$ cat src/aes_pkg.sv
// Package of the AES-128 encryption block: widths, register indexes, GF helpers.
// No dependencies.
package aes_pkg;
   localparam int BlockWidth = 128;
   localparam int HalfWidth  = 64;
   localparam int NumRounds  = 10;
   localparam int AddrWidth  = 4;
   localparam logic [AddrWidth-1:0] RegKeyHigh = 4'h0;
   localparam logic [AddrWidth-1:0] RegKeyLow  = 4'h8;

   typedef logic [BlockWidth-1:0] block_type;

   function automatic logic [7:0] xtime(input logic [7:0] a);
      logic [7:0] d;
      d = {a[6:0], 1'b0};
      if (a[7]) d = d ^ 8'h1b;
      return d;
   endfunction

   function automatic logic [7:0] gf_mul(input logic [7:0] a, input logic [7:0] b);
      logic [7:0] acc;
      acc = 8'h00;
      for (int i = 7; i >= 0; i--) begin
         acc = xtime(acc);
         if (b[i]) acc = acc ^ a;
      end
      return acc;
   endfunction

   // S-box entry computed at elaboration; used only to build the table.
   function automatic logic [7:0] sbox_calc(input logic [7:0] a);
      logic [7:0] sq;
      logic [7:0] inv;
      sq = a;
      inv = 8'h01;
      for (int i = 0; i < 7; i++) begin
         sq = gf_mul(sq, sq);
         inv = gf_mul(inv, sq);
      end
      return inv ^ {inv[6:0], inv[7]} ^ {inv[5:0], inv[7:6]} ^ {inv[4:0], inv[7:5]}
         ^ {inv[3:0], inv[7:4]} ^ 8'h63;
   endfunction

   typedef logic [7:0] sbox_table_type [256];

   function automatic sbox_table_type build_sbox();
      sbox_table_type t;
      for (int i = 0; i < 256; i++) t[i] = sbox_calc(i[7:0]);
      return t;
   endfunction

   localparam sbox_table_type SboxTable = build_sbox();

   function automatic logic [7:0] sbox(input logic [7:0] a);
      return SboxTable[a];
   endfunction

   typedef logic [7:0] rcon_table_type [NumRounds];
   localparam rcon_table_type RconTable = '{8'h01, 8'h02, 8'h04, 8'h08, 8'h10,
                                            8'h20, 8'h40, 8'h80, 8'h1b, 8'h36};

   // Byte i of a block sits in bits 127-8i .. 120-8i.
   function automatic logic [7:0] get_byte(input block_type b, input int i);
      return b[BlockWidth-1-8*i -: 8];
   endfunction
endpackage

$ cat src/aes_csr.sv
// APB-style key register file of the AES block: two 64-bit key registers.
// Depends on aes_pkg.
module aes_csr (
   input  logic                          clock,
   input  logic                          reset,
   input  logic                          psel,
   input  logic                          penable,
   input  logic                          pwrite,
   input  logic [aes_pkg::AddrWidth-1:0] paddr,
   input  logic [aes_pkg::HalfWidth-1:0] pwdata,
   output logic [aes_pkg::HalfWidth-1:0] prdata,
   output logic                          pready,
   output aes_pkg::block_type            key
);
   import aes_pkg::*;

   logic [HalfWidth-1:0] key_high_ff, key_high_in;
   logic [HalfWidth-1:0] key_low_ff, key_low_in;
   logic                 wr_en;

   assign pready = 1'b1;
   assign wr_en  = psel & penable & pwrite;

   always_comb begin
      key_high_in = key_high_ff;
      key_low_in  = key_low_ff;
      case (paddr)
         RegKeyHigh: if (wr_en) key_high_in = pwdata;
         RegKeyLow:  if (wr_en) key_low_in = pwdata;
         default:    ;
      endcase
   end

   always_comb begin
      case (paddr)
         RegKeyHigh: prdata = key_high_ff;
         RegKeyLow:  prdata = key_low_ff;
         default:    prdata = '0;
      endcase
   end

   always_ff @(posedge clock) begin
      if (reset) begin
         key_high_ff <= '0;
         key_low_ff  <= '0;
      end else begin
         key_high_ff <= key_high_in;
         key_low_ff  <= key_low_in;
      end
   end

   assign key = {key_high_ff, key_low_ff};
endmodule

$ cat config.mk
export PLATFORM = sky130hd
export DESIGN_NAME = aes_csr
export DESIGN_NICKNAME = d
export VERILOG_FILES = /design/src/aes_pkg.sv /design/src/aes_csr.sv
export SDC_FILE = /design/constraint.sdc
export NUM_CORES = 1
export LEC_CHECK = 0
export ABC_AREA = 0
export BUFFER_PORTS_ARGS = -buffer_cell sky130_fd_sc_hd__buf_4
export CAP_MARGIN = 20
export CORE_ASPECT_RATIO = 1.2
export CORE_MARGIN = 3
export CORE_UTILIZATION = 45
export CTS_BUF_LIST = sky130_fd_sc_hd__clkbuf_2 sky130_fd_sc_hd__clkbuf_4 sky130_fd_sc_hd__clkbuf_8
export DETAILED_ROUTE_END_ITERATION = 7
export PLACE_DENSITY = 0.77
export SLEW_MARGIN = 20
export SYNTH_ARGS = -nofsm -noshare
export SYNTH_HDL_FRONTEND = slang
export SYNTH_SLANG_ARGS = --single-unit
$ cat constraint.sdc
create_clock -name clock -period 7.2 [get_ports clock]
set_input_delay 2.16 -clock clock [delete_from_list [all_inputs] [get_ports clock]]
set_output_delay 2.16 -clock clock [all_outputs]
set_load 0.05 [all_outputs]
==> results.cfg, run 1 <==
[outcome]
outcome = complete, no violations

[synthesis]
synthMuxAreaShare = 0.217
synth_cell_types = 14
synthXorXnorAreaFrac = 0
syn_area_sq_um = 5910
yosys-top-cells-count = nand2b_1, dfxtp_1, mux2i_1
syn_nets = 642
synthTopCellsByArea = dfxtp_1, mux2i_1, nand2b_1
synth_edf_count = 0
synth_top_flop_cell = dfxtp_1
synth.top_cell.area_share = 0.434
synthArstFlopShare = 0
synthAdderAreaFrac = 0
synth_top_family_by_area = multiplexers
yosys.area.top_type = dfxtp_1
synthSimpleGateAreaFrac = 0.213
seq_area_frac_synth = 0.434
yosysMostFrequentCell = nand2b_1
syn_avg_cell_area_sq_um = 10.4
yosys_warnings = 0
synth-seq-cells = 128
synth-compound-area-share = 0.0949
synthCells = 569

[worst_setup_path]
path_class = in2out
required_ns = 5.04
crit_chain = buf_4, nor4b_4, buf_4, a22o_1, buf_4
path_buf_inv = 3
max_stage_delay_ns = 0.41
critPathMostFrequentCell = buf_4
worstSetupStartpointType = input port
cp_max_fo = 38
critPathCaptureType = output port
crit_slowest_cell = buf_4
reg2reg_setup_slack_ns = 6.49
critPathArrivalTime_ns = 3.43
crit_family = buffers and inverters

[placed_design]
post-place-ws_ns = 1.64
dp.cells = 954
hpwlAfterDp_microns = 12000
gp_congestion = 0.800
portBuffers = 264

[drt]
dr_total_vias = 5118
vias_per_cell = 5.19
first_iter_violations = 231
route.detailed.drc = 0
avgRoutedWirePerCell_microns = 16.8
routed_wirelength_microns = 16600
final_antenna_net_count = 0
firstDrtPassIters = 4

[global_routing]
grt_use_total = 0.223
grt_pass1_wl_microns = 26700
grt_overflow = 0
first_global_vias = 5193
grt_max_degree = 102
antenna_found_initial = 0

[clocking]
h-tree-depth = 4
cts_root_buf = clkbuf_8
clock_latency_ns = 0.42
clock-sinks = 128
postCtsSetupBuffers = 0
post_cts_resized = 0
holdBufCountCts = 0
clkSlewWorstSetupHoldPaths_ns = 0.07
cts_tree = built
cts_buffer_depth = 2
cts_made_buffers = 17

[floorplan]
initial_core_util = 0.464
fp.dieW_microns = 111
io_pins = 266
die_area_sq_um = 14500
die_height_microns = 132
num_rows = 45
core_area_sq_um = 12700

[timing]
tightest_slew_ns = 1.07
fin_crit_sh = 0.777
layout_min_cycle_time_ns = 5.59
setup_tns_ns = 0
rsz0062_at_grt = no
final_max_slew_viol_count = 0
setup_viol = 0
fin_worst_skew_ns = 0
hold_violations = 0
max_freq_mhz = 179
fin_ws_ns = 1.61
max-slew-margin-rel = 0.287

[power_and_ir_drop]
p_leak_nw = 3.94
ir_drop_mv = 0.105
design_power_total_mw = 1.44
powerDensity_nw_per_um2 = 173

[layout]
syn_to_final_growth_pct = 41.0
fin_nets = 882
n_antenna_cell = 0
drive_gt1_frac = 0.372
layoutNonFillerInstCount = 986

[flow_run]
max_cap_viol_count = 0

[hold_path]
hold_path_class = reg2reg
-- cell usage in the layout, fill, tap and decap left out --
cell type,Yosys,final
a22o_1,64,64
clkinvlp_4,0,5
nor4b_4,0,1
clkinv_4,0,1
dfxtp_1,128,128
mux2i_1,128,128
and4_4,0,1
clkbuf_8,0,18
clkinv_2,0,1
conb_1,1,1
nor4_4,0,1
nand2b_1,192,192
inv_6,0,5
buf_4,3,271
nand4_1,2,2
and4_1,2,1
bufinv_16,0,2
-- worst reg2reg max path, delay by kind of cell, from the launching register on --
| kind | cells | cell delay, ns |
|---|---|---|
| flip-flops | 1 | 0.41 |
| multiplexers | 1 | 0.15 |
| AND/OR/NAND/NOR | 1 | 0.08 |
-- report_power, final --
| part | internal (mW) | leakage, nW | switching, mW |
|---|---|---|---|
| logic | 0.0543 | 2.72 | 0.0515 |
| registers | 0.710 | 1.03 | 0.00276 |
| clock network | 0.322 | 0.189 | 0.300 |
| total | 1.09 | 3.94 | 0.354 |
-- through the flow --
stage               utilization  hold slack, ns  instance area [sq um]
global placement          0.623           0.475                   7930
global route              0.655           0.512                   8330
CTS                       0.655           0.499                   8330
floorplan                     -           0.703                   5910
detailed placement        0.623           0.484                   7930
finish                    0.655           0.496                   8330
-- area by class of cell --
cell class / instances / area (sq um)
Clock buffer: 18 / 248
Clock inverter: 14 / 155
Fill cell: 1059 / 4400
Multi-Input combinational cell: 391 / 3120
Sequential cell: 128 / 2560
Tap cell: 164 / 205
Timing Repair Buffer: 271 / 2030
-- per-layer routing --
metal | global-route usage | share of wire | wire length (microns) | vias up
met5 | 0 | 0 | 0 | -
met4 | 0.0746 | 0.013 | 211 | 0
met3 | 0.0732 | 0.079 | 1310 | 18
met2 | 0.393 | 0.51 | 8400 | 205
met1 | 0.253 | 0.40 | 6660 | 2456
li1 | - | - | - | 2439
-- path summary, 6_finish.rpt --
check | startpoint | end | depth (start not counted)
hold / removal | key_high_ff[36] | key_high_ff[36] | 2
setup reg to reg | key_high_ff[56] | key_high_ff[56] | 2
hold reg to reg | key_high_ff[36] | key_high_ff[36] | 2
setup / recovery | paddr[1] | prdata[49] | 5
-- state kept, by name (all words and copies together), names as in the netlist --
register	cells
key_high_ff	64
key_low_ff	64
-- cells by family (layout without fill, tap and decap cells) --
| kind of cell | after synthesis | count (layout) |
|---|---|---|
| flops | 128 | 128 |
| mux | 128 | 128 |
| simple gates | 198 | 198 |
| other cells | 1 | 1 |
| compound gates | 64 | 64 |
| buf+inv | 50 | 303 |
(Power assumes the default switching activity.)
==> run 2, diff against run 1 <==
CORE_UTILIZATION = 44   (was 45)
PLACE_DENSITY = 0.79   (was 0.77)
clock period = 5 ns   (was 7.2 ns; I/O delays follow)
==> run 2 against run 1 <==
Effect of this change:
- critical path depth stayed put
- hold slack better by 0.00092 ns
- first-iteration DRC count is 25% lower
- non-clock buffer count stayed put
- register-to-register slack worse by 2.2 ns
- design area is 0.84% higher
- core utilization is 0.31 points lower
- clock power is 56% higher
- clock skew stayed put
- global-route usage is 0.091 points lower
- sequential share of layout area is 0.26 points lower
- sequential power is 44% higher
- largest cell class unchanged
- highest routed layer unchanged
==> results.cfg, run 2 (synthesis gave the netlist of run 1 again) <==
[placed_design]
gp_congestion = 0.795
hpwlAfterDp_microns = 12100
portBuffers = 264

[worst_setup_path]
critPathCaptureType = output port
crit_slowest_cell = buf_12
cp_max_fo = 66
required_ns = 3.50
path_class = in2out
r2r_cells = 2
critPathArrivalTime_ns = 2.74
crit_chain = buf_4, nor4_4, buf_12, a22o_1, buf_4
critPathMostFrequentCell = buf_4
worstSetupStartpointType = input port
max_stage_delay_ns = 0.33

[timing]
hold_violations = 0
layout_min_cycle_time_ns = 4.24
setup_viol = 0
final_max_slew_viol_count = 0
setup_tns_ns = 0
tightest_slew_ns = 0.612
fin_crit_sh = 0.847
max_freq_mhz = 236
rsz0062_at_grt = no
max-slew-margin-rel = 0.592
fin_worst_skew_ns = 0

[layout]
fillers = 1077
layout_commonest_cell = buf_4
n_antenna_cell = 0
syn_to_final_growth_pct = 42.2
fin_nets = 882
multiInputGateArea_sq_um = 3120
drive_gt1_frac = 0.371
reg.largest.list = key_high_ff x64, key_low_ff x64
regArea_sq_um = 2560
final_cell_mix = buf_4, nand2b_1, mux2i_1, dfxtp_1, a22o_1

[power_and_ir_drop]
design_power_total_mw = 2.15
p_leak_nw = 3.97
powerDensity_nw_per_um2 = 256
ir_drop_mv = 0.146

[floorplan]
initial_core_util = 0.458
die_height_microns = 133
core_area_sq_um = 12900
die_area_sq_um = 14900
fp.dieW_microns = 112
io_pins = 266
num_rows = 45

[flow_run]
max_cap_viol_count = 0

[clocking]
postCtsSetupBuffers = 0
holdBufCountCts = 0
clock_latency_ns = 0.42
post_cts_resized = 0
cts_buffer_depth = 2
cts_root_buf = clkbuf_8
clock-sinks = 128
clkSlewWorstSetupHoldPaths_ns = 0.07
cts_tree = built
cts_made_buffers = 17
h-tree-depth = 4

[drt]
dr_total_vias = 5077
routed_wirelength_microns = 16700
vias_per_cell = 5.15
firstDrtPassIters = 4
first_iter_violations = 174
final_antenna_net_count = 0
avgRoutedWirePerCell_microns = 17.0
route.detailed.drc = 0

[hold_path]
hold_path_class = reg2reg
hold_depth = 2

[global_routing]
first_global_vias = 5267
grt_use_total = 0.222
grt_max_degree = 79
grt_overflow = 0
grt_pass1_wl_microns = 27000
antenna_found_initial = 0

[outcome]
outcome = complete, no violations
## run 2: cell types whose count changed in the layout (fill, tap and decap cells not counted), sizes merged
cell,previous run,this run
bufinv,2,4
clkinv,2,5
inv,5,1
clkinvlp,5,3
## run 2: power by group
group	leakage [nW]	switching, mW	internal [mW]
Combinational	2.73	0.0747	0.0791
Sequential	1.03	0.00396	1.02
Clock	0.211	0.413	0.555
## run 2: per-stage QoR
step | std cells | util | hold WS [ns] | cell area [sq um] | worst slack, ns
after floorplan | 569 | - | 0.703 | 5910 | 0.706
final | 985 | 0.651 | 0.497 | 8400 | 0.764
after CTS | 985 | 0.651 | 0.499 | 8400 | 0.790
after global routing | 985 | 0.651 | 0.510 | 8400 | 0.721
after global placement | 954 | 0.618 | 0.476 | 7960 | 0.846
after detailed placement | 954 | 0.618 | 0.484 | 7960 | 0.790
## run 2: path summary, 6_finish.rpt
path / from / end / slack, ns
worst min-delay path: key_low_ff[36] / key_low_ff[36] / 0.50
worst max-delay path: paddr[1] / prdata[1] / 0.76
worst min register to register: key_low_ff[36] / key_low_ff[36] / 0.50
worst max register to register: key_low_ff[4] / key_low_ff[4] / 4.31
## run 2: critical path, delay by kind of cell
family | cells | cell delay (ns)
buffers and inverters | 3 | 0.67
AO/OA/AOI/OAI | 1 | 0.23
AND/OR/NAND/NOR | 1 | 0.31
## run 2: final cells by class
cell class              instances  area share
multi-input cells             391       0.372
flip-flops and latches        128       0.305
repair buffers                271       0.247
clock buffers                  18      0.0295
well taps                     164      0.0244
clock inverters                13      0.0223
## run 2: per-layer routing
metal | share of wire | track usage | up-vias
met1 | 0.39 | 0.248 | 2416
met4 | 0.015 | 0.0710 | 0
met5 | 0 | 0 | -
met3 | 0.081 | 0.0759 | 22
li1 | - | - | 2441
met2 | 0.51 | 0.395 | 198
